===== config.mk =====
export PLATFORM = sky130hd
export DESIGN_NAME = utf8_to_utf16_stream_decoder
export DESIGN_NICKNAME = d
export VERILOG_FILES = /design/src/u8u16_pkg.sv /design/src/utf8_to_utf16_stream_decoder.sv
export SDC_FILE = /design/constraint.sdc
export NUM_CORES = 1
export LEC_CHECK = 0
export ABC_AREA = 1
export BUFFER_PORTS_ARGS = -buffer_cell sky130_fd_sc_hd__buf_2
export CAP_MARGIN = 10
export CORE_MARGIN = 1.5
export CORE_UTILIZATION = 51
export CTS_CLUSTER_DIAMETER = 120
export DETAILED_ROUTE_END_ITERATION = 7
export PLACE_DENSITY = 0.78
export SYNTH_ARGS = -nofsm -noshare
export SYNTH_HDL_FRONTEND = slang
export SYNTH_SLANG_ARGS = --single-unit
export TNS_END_PERCENT = 5

===== constraint.sdc =====
create_clock -name clk_i -period 4.4 [get_ports clk_i]
set_input_delay 0.88 -clock clk_i [delete_from_list [all_inputs] [get_ports clk_i]]
set_output_delay 0.88 -clock clk_i [all_outputs]
set_load 0.03 [all_outputs]

===== src/u8u16_pkg.sv =====
// ----------------------------------------------------------------------------
// u8u16_pkg
// Shared constants and types of the UTF-8 to UTF-16 stream decoder.
// ----------------------------------------------------------------------------
package u8u16_pkg;

  localparam int ByteW   = 8;
  localparam int UnitW   = 16;
  localparam int PendW   = 2;
  localparam int PartW   = 10;
  localparam int PayW    = 6;

  localparam logic [ByteW-1:0] ClassMask  = 8'hC0;
  localparam logic [ByteW-1:0] ContTag    = 8'h80;
  localparam logic [ByteW-1:0] Lead3Min   = 8'hE0;
  localparam logic [ByteW-1:0] LeadBadMin = 8'hF8;
  localparam logic [ByteW-1:0] Lead2Mask  = 8'h1F;
  localparam logic [ByteW-1:0] PayMask    = 8'h3F;
  localparam logic [ByteW-1:0] Lead3Mask  = 8'h0F;

  localparam logic [PendW-1:0] PendNone = 2'd0;
  localparam logic [PendW-1:0] PendOne  = 2'd1;
  localparam logic [PendW-1:0] PendTwo  = 2'd2;

  typedef struct packed {
    logic [UnitW-1:0] code_unit;
    logic             unit_valid;
    logic             end_of_string;
    logic             string_error;
  } result_t;

endpackage


===== src/utf8_to_utf16_stream_decoder.sv =====
// ----------------------------------------------------------------------------
// utf8_to_utf16_stream_decoder
// Decodes a UTF-8 byte stream into 16-bit code units, with end-of-string and
// error status on the result of the final byte.
// ----------------------------------------------------------------------------
// a result is registered and appears on the output in the cycle after its byte transfer
// throughput: one byte per cycle while the input is not stalled by a held output
// the output register is freed in the same cycle it is taken
// reset clears the pending count, accumulator, error flag and output valid
module utf8_to_utf16_stream_decoder
  import u8u16_pkg::*;
(
  input  logic             clk_i,
  input  logic             rst_ni,
  input  logic             in_valid_i,
  output logic             in_stall_o,
  input  logic [ByteW-1:0] byte_in_i,
  input  logic             last_byte_i,
  output logic             out_valid_o,
  input  logic             out_stall_i,
  output logic [UnitW-1:0] code_unit_o,
  output logic             unit_valid_o,
  output logic             end_of_string_o,
  output logic             string_error_o
);

  logic [PendW-1:0] bytes_pending_q, bytes_pending_d;
  logic [PartW-1:0] partial_value_q, partial_value_d;
  logic             error_seen_q, error_seen_d;
  logic             out_valid_q, out_valid_d;
  result_t          res_q, res_d;

  logic             in_xfer;
  logic             have_unit;
  logic [UnitW-1:0] unit;
  logic [UnitW-1:0] acc;
  logic             emit;
  logic             str_err;

  assign in_stall_o = out_valid_q && out_stall_i;
  assign in_xfer    = in_valid_i && !in_stall_o;
  assign acc        = {partial_value_q, byte_in_i[PayW-1:0]};

  always_comb begin
    bytes_pending_d = bytes_pending_q;
    partial_value_d = partial_value_q;
    error_seen_d    = error_seen_q;
    have_unit       = 1'b0;
    unit            = '0;
    if (!error_seen_q) begin
      if (bytes_pending_q != PendNone) begin
        bytes_pending_d = bytes_pending_q - PendOne;
        if (bytes_pending_q == PendOne) begin
          unit            = acc;
          have_unit       = 1'b1;
          partial_value_d = '0;
        end else begin
          partial_value_d = acc[PartW-1:0];
        end
      end else if ((byte_in_i & ClassMask) == ContTag) begin
        error_seen_d = 1'b1;
      end else if (byte_in_i < ContTag) begin
        unit      = {{(UnitW-ByteW){1'b0}}, byte_in_i};
        have_unit = 1'b1;
      end else if (byte_in_i < Lead3Min) begin
        partial_value_d = {{(PartW-ByteW){1'b0}}, byte_in_i & Lead2Mask};
        bytes_pending_d = PendOne;
      end else if (byte_in_i < LeadBadMin) begin
        partial_value_d = {{(PartW-ByteW){1'b0}}, byte_in_i & Lead3Mask};
        bytes_pending_d = PendTwo;
      end else begin
        error_seen_d = 1'b1;
      end
    end

    str_err = error_seen_d || (bytes_pending_d != PendNone);
    emit    = last_byte_i || have_unit;

    res_d.end_of_string = last_byte_i;
    res_d.string_error  = last_byte_i && str_err;
    res_d.unit_valid    = have_unit && !(last_byte_i && str_err);
    res_d.code_unit     = res_d.unit_valid ? unit : '0;

    if (last_byte_i) begin
      bytes_pending_d = PendNone;
      partial_value_d = '0;
      error_seen_d    = 1'b0;
    end

    out_valid_d = out_valid_q && out_stall_i;
    if (in_xfer && emit) begin
      out_valid_d = 1'b1;
    end
  end

  always_ff @(posedge clk_i or negedge rst_ni) begin
    if (!rst_ni) begin
      bytes_pending_q <= PendNone;
      partial_value_q <= '0;
      error_seen_q    <= 1'b0;
      out_valid_q     <= 1'b0;
    end else begin
      out_valid_q <= out_valid_d;
      if (in_xfer) begin
        bytes_pending_q <= bytes_pending_d;
        partial_value_q <= partial_value_d;
        error_seen_q    <= error_seen_d;
      end
    end
  end

  always_ff @(posedge clk_i) begin
    if (in_xfer && emit) begin
      res_q <= res_d;
    end
  end

  assign out_valid_o     = out_valid_q;
  assign code_unit_o     = res_q.code_unit;
  assign unit_valid_o    = res_q.unit_valid;
  assign end_of_string_o = res_q.end_of_string;
  assign string_error_o  = res_q.string_error;

`ifndef NO_ASSERTIONS
  a_pend_range: assert property (@(posedge clk_i) disable iff (!rst_ni)
    bytes_pending_q != 2'd3)
    else $error("pending count out of range");

  a_err_no_pend: assert property (@(posedge clk_i) disable iff (!rst_ni)
    error_seen_q |-> bytes_pending_q == PendNone)
    else $error("error flag set with followers pending");

  a_last_clears: assert property (@(posedge clk_i) disable iff (!rst_ni)
    in_xfer && last_byte_i |=> bytes_pending_q == PendNone && !error_seen_q)
    else $error("state not cleared after final byte");

  a_result_kind: assert property (@(posedge clk_i) disable iff (!rst_ni)
    out_valid_q |-> (res_q.unit_valid || res_q.end_of_string) &&
                    !(res_q.string_error && res_q.unit_valid))
    else $error("malformed result");

  a_result_load: assert property (@(posedge clk_i) disable iff (!rst_ni)
    in_xfer && last_byte_i |=> out_valid_q && res_q.end_of_string)
    else $error("final byte gave no result");
`endif

endmodule


==> reports/summary.log, run 1 <==
[sta] Fmax achieved 386 MHz
[critical_path] worst setup path class in -> reg
[die] vertical die dimension 57.6 um
[clocking] total clock buffers created by CTS 5
[detailed_routing] Initial DRT Pass Iterations 6
[power_and_ir_drop] static power due to leakage 0.000887 uW
[logic_synthesis] sequential area share after synthesis 60.5%
[critical_path] crit path max-delay cell type sky130_fd_sc_hd__nor2_1
[sta] Slew Viols, Final 0
[sta] slew of the pin with the lowest slew margin 0.808 ns
[sta] worst-case clock skew 0.00560 ns
[status] failing checks design-rule violations
[grt] global-route track usage on met2 35.7%
[finish] signed area change from the synthesized netlist to the final layout 16.4%
[clocking] Post-CTS Resized 0
[sta] remaining max-slew budget at the tightest pin 46.0%
[detailed_routing] vias per inst 5.10
[status] run status finished, violations left
[critical_path] worst path arrival time 2.56 ns
[placed_design] last weighted congestion value of the routability-driven placer 0.866
[critical_path] Register-to-Register Path Depth 5
[sta] final setup vio count 0
[die] FP Rows 19
[die] starting density of the core 54.2%
[critical_path] Critical Path Sink Type flop
[detailed_routing] number of remaining DRC errors 6
[die] I/O Pins 34
[grt] most utilized layer in the global route result met2
[critical_path] ordered cell list for the critical path buf_2 -> nand2_1 -> inv_2 -> nor2_1 -> o21ai_0 -> inv_1
[logic_synthesis] count of synthesis-stage warnings from yosys 0
[detailed_routing] per-cell routed wire length 12.6 um
[grt] GR met1 Demand/Resource 23.4%
[placed_design] number of port buffers 33
[clocking] clock network latency to the later pin of the worst-skew pair 0.34 ns
[sta] number of hold-slack violations in the final timing report 0
[power_and_ir_drop] worst voltage drop across the vdd grid 0.242 mV
[critical_path] CP peak stage delay 0.61 ns
[critical_path] number of stages on the worst setup path 6
[clocking] post-CTS repair timing setup buffer count 0
[flow_run] total of max-cap violations 0
[finish] most frequent standard cell in the layout excluding fill and tap cells sky130_fd_sc_hd__nand2_1
[clocking] count of H-tree levels built during CTS 2
[grt] via count of the first global-routing pass 1,175
[grt] global route overflow 0
[logic_synthesis] register bit total from synthesis 33
[clocking] largest buffer count on any clock path 2
[logic_synthesis] area of the mapped netlist 1520 um^2
[logic_synthesis] top cells by area, synth sky130_fd_sc_hd__edfxtp_1 38%, sky130_fd_sc_hd__dfrtp_1 23%, sky130_fd_sc_hd__nand2_1 9.9%
[critical_path] WP buf/inv 3
[grt] grt met3 use 5.36%
[grt] number of antenna violations at the first check in global routing 0
[clocking] number of buffers inserted for hold repair after clock tree synthesis 0
[die] die width 57.6 um
[sta] Tmin final 2.59 ns
[grt] largest net degree at the start of global routing 20
[placed_design] detailed-placement wirelength estimate 2210 um
[clocking] clock tree from TritonCTS yes
[grt] overall global routing resource usage 20.2%
[clocking] clk sink count 33
[sta] crit share post-route 58.8%
[critical_path] required time at the endpoint of the critical path 4.38 ns
[grt] wire length of the first global-routing pass 5060 um
[finish] Nets 218
[clocking] clock-pin slew on the worst setup and hold paths 0.10 ns
[detailed_routing] Post-Route WL 2980 um
[detailed_routing] via total after detailed routing 1,209
[finish] ant diodes 0
[detailed_routing] Starting DRT DRC Count 37
[die] Core Region 2810 um^2
[logic_synthesis] cell count after synthesis 166
[die] area of the die 3320 um^2
[sta] setup repair after global routing missed its margin false
[finish] highest-count cells in the layout ignoring fill and taps 40 x sky130_fd_sc_hd__nand2_1, 33 x sky130_fd_sc_hd__buf_2, 29 x sky130_fd_sc_hd__nor2_1, 26 x sky130_fd_sc_hd__inv_1, 19 x sky130_fd_sc_hd__edfxtp_1
[finish] share of layout cells above drive strength 1 26.7%
[power_and_ir_drop] power density over cell area 404 nW/um^2
[power_and_ir_drop] Tot Pwr 716 uW
[critical_path] cell family with most CP delay buffers and inverters
[critical_path] startpoint types input pin
[detailed_routing] antenna-violating nets left 0
[logic_synthesis] Post-Synthesis Mean Instance Area 9.17 um^2
[sta] Total Negative Setup Slacks 0 ns
[logic_synthesis] Yosys cell types 22
[critical_path] crit-path max FO 19
[logic_synthesis] post-synth top area cell sky130_fd_sc_hd__edfxtp_1
[min_path] classification of the worst-slack hold path in -> async
[clocking] root buffer selected by CTS sky130_fd_sc_hd__clkbuf_4
[logic_synthesis] net count after synthesis 179
[logic_synthesis] post-synth top area share 37.5%
## Yosys cell counts
library cell               number
sky130_fd_sc_hd__inv_1         26
sky130_fd_sc_hd__o21ai_1        1
sky130_fd_sc_hd__o21ai_0        3
sky130_fd_sc_hd__o21bai_2       1
sky130_fd_sc_hd__nor2_1        29
sky130_fd_sc_hd__nand3_4        1
sky130_fd_sc_hd__nor2_2         2
sky130_fd_sc_hd__a21oi_1        2
sky130_fd_sc_hd__buf_2          1
sky130_fd_sc_hd__nor2_4         1
sky130_fd_sc_hd__nand2_2        2
sky130_fd_sc_hd__nand3_1       14
sky130_fd_sc_hd__o21ai_2        1
sky130_fd_sc_hd__nand4_1        1
sky130_fd_sc_hd__o22ai_1        1
sky130_fd_sc_hd__a21oi_4        1
sky130_fd_sc_hd__nand2_1       40
sky130_fd_sc_hd__dfrtp_1       14
sky130_fd_sc_hd__nand2_4        1
sky130_fd_sc_hd__inv_2          4
sky130_fd_sc_hd__edfxtp_1      19
sky130_fd_sc_hd__nand3_2        1
## metal layers
metal	routed length (um)	up-vias
met5	0	-
met4	53	0
met3	145	6
met2	1550	39
met1	1240	566
li1	-	598
## area by class of cell
class,instances,area (um^2)
clock buffer,6,41.3
clock inverter,2,10.0
fill,255,1030
inverter,30,113
multi-input combinational,102,483
sequential,33,921
tap,31,38.8
timing repair buffer,33,165
## metrics by stage
step	utilization, %	hold WS, ns	area, um^2	std cells	setup slack [ns]
floorplan	-	0.442	1520	166	2.13
global placement	61.3	0.457	1720	229	1.55
detailed placement	61.3	0.459	1720	229	1.44
CTS	63.2	0.433	1770	237	1.80
global route	63.2	0.444	1770	237	1.60
finish	63.2	0.427	1770	237	1.81
## registers in the layout (all words and copies together) (netlist names)
| name | count |
|---|---|
| code_unit_o | 16 |
| string_error_o | 1 |
| unit_valid_o | 1 |
| partial_value_q | 10 |
| end_of_string_o | 1 |
| error_seen_q | 1 |
| out_valid_o | 1 |
| bytes_pending_q | 2 |
## worst reg2reg max path: stages, from the launching register on
cell and delay [ns]:
sky130_fd_sc_hd__dfrtp_1 0.39, sky130_fd_sc_hd__nand2_1 0.10, sky130_fd_sc_hd__inv_2 0.04, sky130_fd_sc_hd__nor2_1 0.61, sky130_fd_sc_hd__o21ai_0 0.26, sky130_fd_sc_hd__inv_1 0.60
## power by group
part	switching, uW	total [uW]	internal [uW]
combinational	126	173	46.9
sequential	15.8	379	364
clock	103	164	60.8
total	245	716	471
## cells by family after synthesis
family	count (synthesis)	share of synthesized area (%)
AND/OR/NAND/NOR	92	27.0
flip-flops	33	60.5
buffers and inverters	31	7.73
AO/OA/AOI/OAI	10	4.77
## path summary, 6_finish.rpt
kind                                             endpoint                            from  slack, ns
hold reg to reg            partial_value_q[8]$_DFFE_PN0P_  partial_value_q[8]$_DFFE_PN0P_       0.49
min in group clk_i         partial_value_q[8]$_DFFE_PN0P_  partial_value_q[8]$_DFFE_PN0P_       0.49
setup reg to reg             code_unit_o[6]$_SDFFCE_PP0P_           out_valid_o$_DFF_PN0_       2.04
setup / recovery             code_unit_o[6]$_SDFFCE_PP0P_                     out_stall_i       1.81
hold / removal             partial_value_q[6]$_DFFE_PN0P_                          rst_ni       0.43
max in group asynchronous  partial_value_q[2]$_DFFE_PN0P_                          rst_ni       3.72
Note: power is estimated with default switching activity, not from simulation.
==> inputs of run 2 (changes only) <==
==> constraint.sdc (replaced) <==
create_clock -name clk_i -period 2.46 [get_ports clk_i]
set_input_delay 0.492 -clock clk_i [delete_from_list [all_inputs] [get_ports clk_i]]
set_output_delay 0.492 -clock clk_i [all_outputs]
set_load 0.03 [all_outputs]
==> reports/summary.log, run 2 (same netlist as run 1, synthesis figures left out) <==
[status] run status finished, violations left
[status] failing checks design-rule violations
[die] Core Region 2810 um^2 [unchanged]
[power_and_ir_drop] power density over cell area 709 nW/um^2 [+75%]
[grt] overall global routing resource usage 19.0% [-1.2 points]
[clocking] clock-pin slew on the worst setup and hold paths 0.10 ns [about the same]
[finish] highest-count cells in the layout ignoring fill and taps 40 x sky130_fd_sc_hd__nand2_1, 33 x sky130_fd_sc_hd__buf_2, 29 x sky130_fd_sc_hd__nor2_1, 26 x sky130_fd_sc_hd__inv_1, 19 x sky130_fd_sc_hd__edfxtp_1
[sta] number of hold-slack violations in the final timing report 0 [unchanged]
[finish] final standard cell utilization of the core 63.7% [+0.54 points]
[power_and_ir_drop] static power due to leakage 0.000897 uW [+1.1%]
[sta] Total Negative Setup Slacks 0 ns [unchanged]
[clocking] clock network latency to the later pin of the worst-skew pair 0.32 ns [-0.02 ns]
[sta] Slew Viols, Final 0 [unchanged]
[clocking] post-CTS repair timing setup buffer count 0 [unchanged]
[die] vertical die dimension 57.6 um [unchanged]
[detailed_routing] via total after detailed routing 1,181 [-2.3%]
[flow_run] total of max-cap violations 0 [unchanged]
[clocking] total clock buffers created by CTS 5 [unchanged]
[grt] global route overflow 0 [unchanged]
[sta] worst-case clock skew 0.00828 ns [+0.00268 ns]
[die] I/O Pins 34 [unchanged]
[clocking] clk sink count 33 [unchanged]
[detailed_routing] Starting DRT DRC Count 41 [+11%]
[die] area of the die 3320 um^2 [unchanged]
[sta] Fmax achieved 606 MHz
[critical_path] crit-path max FO 19 [unchanged]
[critical_path] worst path arrival time 1.65 ns [-0.91 ns]
[sta] Tmin final 1.65 ns
[critical_path] Critical Path Sink Type flop
[placed_design] pre-CTS worst setup slack 0.692 ns [-0.746 ns]
[finish] max reg flops 16 [unchanged]
[min_path] classification of the worst-slack hold path in -> async
[clocking] root buffer selected by CTS sky130_fd_sc_hd__clkbuf_4
[finish] ant diodes 0 [unchanged]
[placed_design] last weighted congestion value of the routability-driven placer 0.894 [+3.3%]
[detailed_routing] antenna-violating nets left 0 [unchanged]
[grt] largest net degree at the start of global routing 20 [unchanged]
[placed_design] number of port buffers 33 [unchanged]
[critical_path] startpoint types flop
[finish] Nets 220 [+0.92%]
[sta] final worst-path setup slack 0.811 ns [-1.00 ns]
[power_and_ir_drop] worst voltage drop across the vdd grid 0.446 mV [+84%]
[finish] signed area change from the synthesized netlist to the final layout 17.4%
[detailed_routing] per-cell routed wire length 11.8 um [-6.1%]
[die] starting density of the core 54.2% [unchanged]
[clocking] largest buffer count on any clock path 2 [unchanged]
[die] FP Rows 19 [unchanged]
[critical_path] required time at the endpoint of the critical path 2.46 ns [-1.92 ns]
[sta] slew of the pin with the lowest slew margin 0.330 ns [-0.477 ns]
[detailed_routing] vias per inst 4.94 [-3.1%]
[detailed_routing] Post-Route WL 2830 um [-5.3%]
[grt] wire length of the first global-routing pass 4780 um [-5.5%]
[detailed_routing] number of remaining DRC errors 6 [unchanged]
[sta] remaining max-slew budget at the tightest pin 78.0% [+32 points]
[finish] share of layout cells above drive strength 1 27.4% [+0.70 points]
[clocking] Post-CTS Resized 0 [unchanged]
[critical_path] worst setup path class reg -> reg
[finish] most frequent standard cell in the layout excluding fill and tap cells sky130_fd_sc_hd__nand2_1
[sta] setup repair after global routing missed its margin false
[grt] number of antenna violations at the first check in global routing 0 [unchanged]
[sta] crit share post-route 67.0%
[detailed_routing] Initial DRT Pass Iterations 6 [unchanged]
[clocking] count of H-tree levels built during CTS 2 [unchanged]
[sta] final setup vio count 0 [unchanged]
[placed_design] detailed-placement wirelength estimate 2150 um [-2.3%]
[die] die width 57.6 um [unchanged]
[clocking] number of buffers inserted for hold repair after clock tree synthesis 0 [unchanged]
[grt] via count of the first global-routing pass 1,149 [-2.2%]
[clocking] clock tree from TritonCTS yes
run 2: cell types whose count changed in the layout (fill, tap and decap cells not counted), sizes merged:
cell / change
buf: +2
run 2: metal layers:
layer	share of wire, %	track usage, %	wire length, um	vias up
met5	0	0	0	-
met4	0.60	6.31	17	0
met3	5.1	6.03	143	2
met2	51	33.4	1430	25
met1	44	22.0	1230	554
li1	-	-	-	600
run 2: final cells by class:
type | count | area, um^2
clock buffers | 6 | 41.3
flip-flops and latches | 33 | 921
fillers | 243 | 1020
multi-input cells | 102 | 483
repair buffers | 35 | 180
inverters | 30 | 113
clock inverters | 2 | 10.0
well taps | 31 | 38.8
run 2: final timing paths:
check	cells past startpoint	slack, ns	end	from
max	6	0.81	code_unit_o[12]$_SDFFCE_PP0P_	bytes_pending_q[1]$_DFFE_PN0P_
min in group clk_i	1	0.39	end_of_string_o$_DFFE_PP_	last_byte_i
min reg2reg	2	0.48	partial_value_q[8]$_DFFE_PN0P_	partial_value_q[8]$_DFFE_PN0P_
min	1	0.06	partial_value_q[5]$_DFFE_PN0P_	rst_ni
max reg2reg	6	0.81	code_unit_o[12]$_SDFFCE_PP0P_	bytes_pending_q[1]$_DFFE_PN0P_
max in group asynchronous	1	2.15	partial_value_q[6]$_DFFE_PN0P_	rst_ni
run 2: power by group:
| part | switching, uW | internal, uW |
|---|---|---|
| combinational | 223 | 88.2 |
| clock | 169 | 109 |
| sequential | 27.6 | 650 |
| total | 420 | 847 |
run 2: through the flow:
| step | hold slack [ns] | instance area [um^2] | power [uW] | instances |
|---|---|---|---|---|
| 4_1_cts | 0.0550 | 1790 | 1270 | 239 |
| 6_report | 0.0568 | 1790 | 1270 | 239 |
| 3_5_place_dp | 0.412 | 1740 | 1000 | 231 |
| 5_1_grt | 0.0558 | 1790 | 1340 | 239 |
| 3_3_place_gp | 0.405 | 1740 | 994 | 231 |
| 2_1_floorplan | 0.196 | 1520 | 910 | 166 |
run 2: worst max-delay path, cell delays in order, from the launching register on:
cell                      delay, ns
sky130_fd_sc_hd__dfrtp_1       0.48
sky130_fd_sc_hd__inv_2         0.11
sky130_fd_sc_hd__nand2_1       0.08
sky130_fd_sc_hd__a21oi_4       0.20
sky130_fd_sc_hd__o21ai_0       0.14
sky130_fd_sc_hd__inv_1         0.07
sky130_fd_sc_hd__buf_4         0.26
==> inputs of run 3 (changes only) <==
==> constraint.sdc (replaced) <==
create_clock -name clk_i -period 1.7 [get_ports clk_i]
set_input_delay 0.34 -clock clk_i [delete_from_list [all_inputs] [get_ports clk_i]]
set_output_delay 0.34 -clock clk_i [all_outputs]
set_load 0.03 [all_outputs]
==> reports/summary.log, run 3 (same netlist as run 1, synthesis figures left out) <==
[die] Core Region 2810 um^2 [unchanged]
[clocking] total clock buffers created by CTS 5 [unchanged]
[grt] overall global routing resource usage 19.5% [+0.45 points]
[die] vertical die dimension 57.6 um [unchanged]
[detailed_routing] Post-Route WL 2970 um [+5.1%]
[clocking] clock-pin slew on the worst setup and hold paths 0.09 ns [about the same]
[critical_path] launching point of the worst reg2reg path error_seen_q$_DFFE_PN0P_
[critical_path] Reg2Reg Setup Slack 0.14 ns [-0.67 ns]
[min_path] classification of the worst-slack hold path in -> reg
[placed_design] last weighted congestion value of the routability-driven placer 0.940 [+5.1%]
[critical_path] startpoint types flop
[power_and_ir_drop] power density over cell area 1030 nW/um^2 [+45%]
[finish] signed area change from the synthesized netlist to the final layout 18.7%
[finish] final standard cell utilization of the core 64.4% [+0.67 points]
[finish] highest-count cells in the layout ignoring fill and taps 40 x sky130_fd_sc_hd__nand2_1, 33 x sky130_fd_sc_hd__buf_2, 29 x sky130_fd_sc_hd__nor2_1, 25 x sky130_fd_sc_hd__inv_1, 19 x sky130_fd_sc_hd__edfxtp_1
[placed_design] detailed-placement wirelength estimate 2230 um [+3.6%]
[critical_path] Crit path top cell by count sky130_fd_sc_hd__inv_2
[grt] largest net degree at the start of global routing 20 [unchanged]
[finish] Storage cell area 922 um^2 [+0.14%]
[sta] worst-case clock skew 0.00936 ns [+0.00108 ns]
[sta] number of hold-slack violations in the final timing report 0 [unchanged]
[finish] most frequent standard cell in the layout excluding fill and tap cells sky130_fd_sc_hd__nand2_1
[critical_path] CP peak stage delay 0.43 ns [-0.05 ns]
[sta] setup repair after global routing missed its margin false
[detailed_routing] antenna-violating nets left 0 [unchanged]
[sta] crit share post-route 91.9% [+25 points]
[grt] wire length of the first global-routing pass 4890 um [+2.2%]
[power_and_ir_drop] fraction of power consumed by the clock network 22.1% [about the same]
[clocking] largest buffer count on any clock path 2 [unchanged]
[sta] Fmax achieved 640 MHz [+5.6%]
[finish] Nets 222 [+0.91%]
[power_and_ir_drop] static power due to leakage 0.000904 uW [+0.73%]
[detailed_routing] per-cell routed wire length 12.3 um [+4.3%]
[critical_path] cell family with most CP delay buffers and inverters
[die] area of the die 3320 um^2 [unchanged]
[sta] Tmin final 1.56 ns [-0.0873 ns]
[sta] Slew Viols, Final 0 [unchanged]
[sta] final setup vio count 0 [unchanged]
[critical_path] required time at the endpoint of the critical path 1.69 ns [-0.77 ns]
[finish] share of layout cells above drive strength 1 28.6% [+1.2 points]
[clocking] root buffer selected by CTS sky130_fd_sc_hd__clkbuf_4
[finish] area occupied by multi-input gates 483 um^2 [unchanged]
[min_path] worst hold start last_byte_i
[die] FP Rows 19 [unchanged]
[die] I/O Pins 34 [unchanged]
[grt] via count of the first global-routing pass 1,146 [-0.26%]
[critical_path] WP buf/inv 2 [-1]
[power_and_ir_drop] internal power of the cells 1230 uW [+46%]
[power_and_ir_drop] Seq pwr share 52.6% [-0.9 points]
[status] run status finished, violations left
[power_and_ir_drop] worst voltage drop across the vdd grid 0.636 mV [+42%]
[power_and_ir_drop] Tot Pwr 1860 uW [+47%]
[grt] global route overflow 0 [unchanged]
[critical_path] worst setup path class reg -> reg
[power_and_ir_drop] share of total power consumed by net switching 33.6% [+0.39 points]
[clocking] count of H-tree levels built during CTS 2 [unchanged]
[power_and_ir_drop] part of the power in combinational logic 25.3% [+0.7 points]
[clocking] Post-CTS Resized 0 [unchanged]
[sta] slew of the pin with the lowest slew margin 0.413 ns [+0.0821 ns]
[critical_path] crit path max-delay cell type sky130_fd_sc_hd__dfrtp_1
[detailed_routing] vias per inst 4.82 [-2.4%]
[grt] number of antenna violations at the first check in global routing 0 [unchanged]
[critical_path] ordered cell list for the critical path inv_2 -> nand2_1 -> a21oi_4 -> o21ai_0 -> inv_2
[critical_path] worst path arrival time 1.55 ns [-0.10 ns]
[clocking] clk sink count 33 [unchanged]
[finish] max reg flops 16 [unchanged]
[placed_design] number of port buffers 33 [unchanged]
[detailed_routing] Initial DRT Pass Iterations 6 [unchanged]
[flow_run] total of max-cap violations 0 [unchanged]
[finish] ant diodes 0 [unchanged]
[critical_path] crit-path max FO 19 [unchanged]
[clocking] clock tree from TritonCTS yes
[sta] Total Negative Setup Slacks 0 ns [unchanged]
[detailed_routing] Starting DRT DRC Count 28 [-32%]
[critical_path] crit path launch error_seen_q$_DFFE_PN0P_
[power_and_ir_drop] Psw 623 uW [+48%]
[status] failing checks design-rule violations
[finish] count of fill cells added during filler insertion 259 [+6.6%]
[die] die width 57.6 um [unchanged]
[die] starting density of the core 54.2% [unchanged]
[clocking] clock network latency to the later pin of the worst-skew pair 0.33 ns [about the same]
[detailed_routing] via total after detailed routing 1,162 [-1.6%]
[sta] remaining max-slew budget at the tightest pin 72.5% [-5.5 points]
[detailed_routing] number of remaining DRC errors 2 [-4]
[critical_path] Critical Path Sink Type flop
-- run 3: path summary, 6_finish.rpt --
path / endpoint / cells after the start
max: code_unit_o[12]$_SDFFCE_PP0P_ / 5
min: end_of_string_o$_DFFE_PP_ / 1
max reg2reg: code_unit_o[12]$_SDFFCE_PP0P_ / 5
min reg2reg: partial_value_q[6]$_DFFE_PN0P_ / 2
max in group asynchronous: out_valid_o$_DFF_PN0_ / 2
min in group asynchronous: partial_value_q[9]$_DFFE_PN0P_ / 2
-- run 3: final cells by class --
type                    count  area share (%)
well taps                  31            2.15
clock inverters             2           0.554
multi-input cells         102            26.7
clock buffers               6            2.29
flip-flops and latches     33            51.1
repair buffers             37            10.9
inverters                  30            6.24
-- run 3: layer usage --
layer / global-route usage (%) / wire length [um] / vias to the layer above
met5: 0 / 0 / -
met4: 9.30 / 40 / 0
li1: - / - / 604
met2: 33.8 / 1510 / 28
met1: 23.2 / 1300 / 526
met3: 4.02 / 116 / 4
-- run 3: what timing repair did --
action / 4_1_cts / 5_1_grt
hold buffers: 1 / 0
setup buffers: 0 / 0
endpoints found under the hold margin: 14 / 0
endpoints found under the setup margin: 0 / 0
-- run 3: power groups by stage --
stage / clock, uW / combinational, uW / sequential, uW
2_1_floorplan: 0 / 232 / 1090
3_3_place_gp: 0 / 456 / 989
3_5_place_dp: 0 / 468 / 994
4_1_cts: 418 / 471 / 977
5_1_grt: 448 / 511 / 984
6_report: 411 / 469 / 977
-- run 3: through the flow --
stage               hold slack (ns)  area (um^2)  instances  worst slack, ns
floorplan                    0.0444         1530        166           0.0291
global placement              0.250         1740        232            0.195
detailed placement            0.260         1740        232            0.125
CTS                           0.228         1810        241            0.114
global route                  0.225         1810        241           0.0623
finish                        0.246         1810        241            0.138
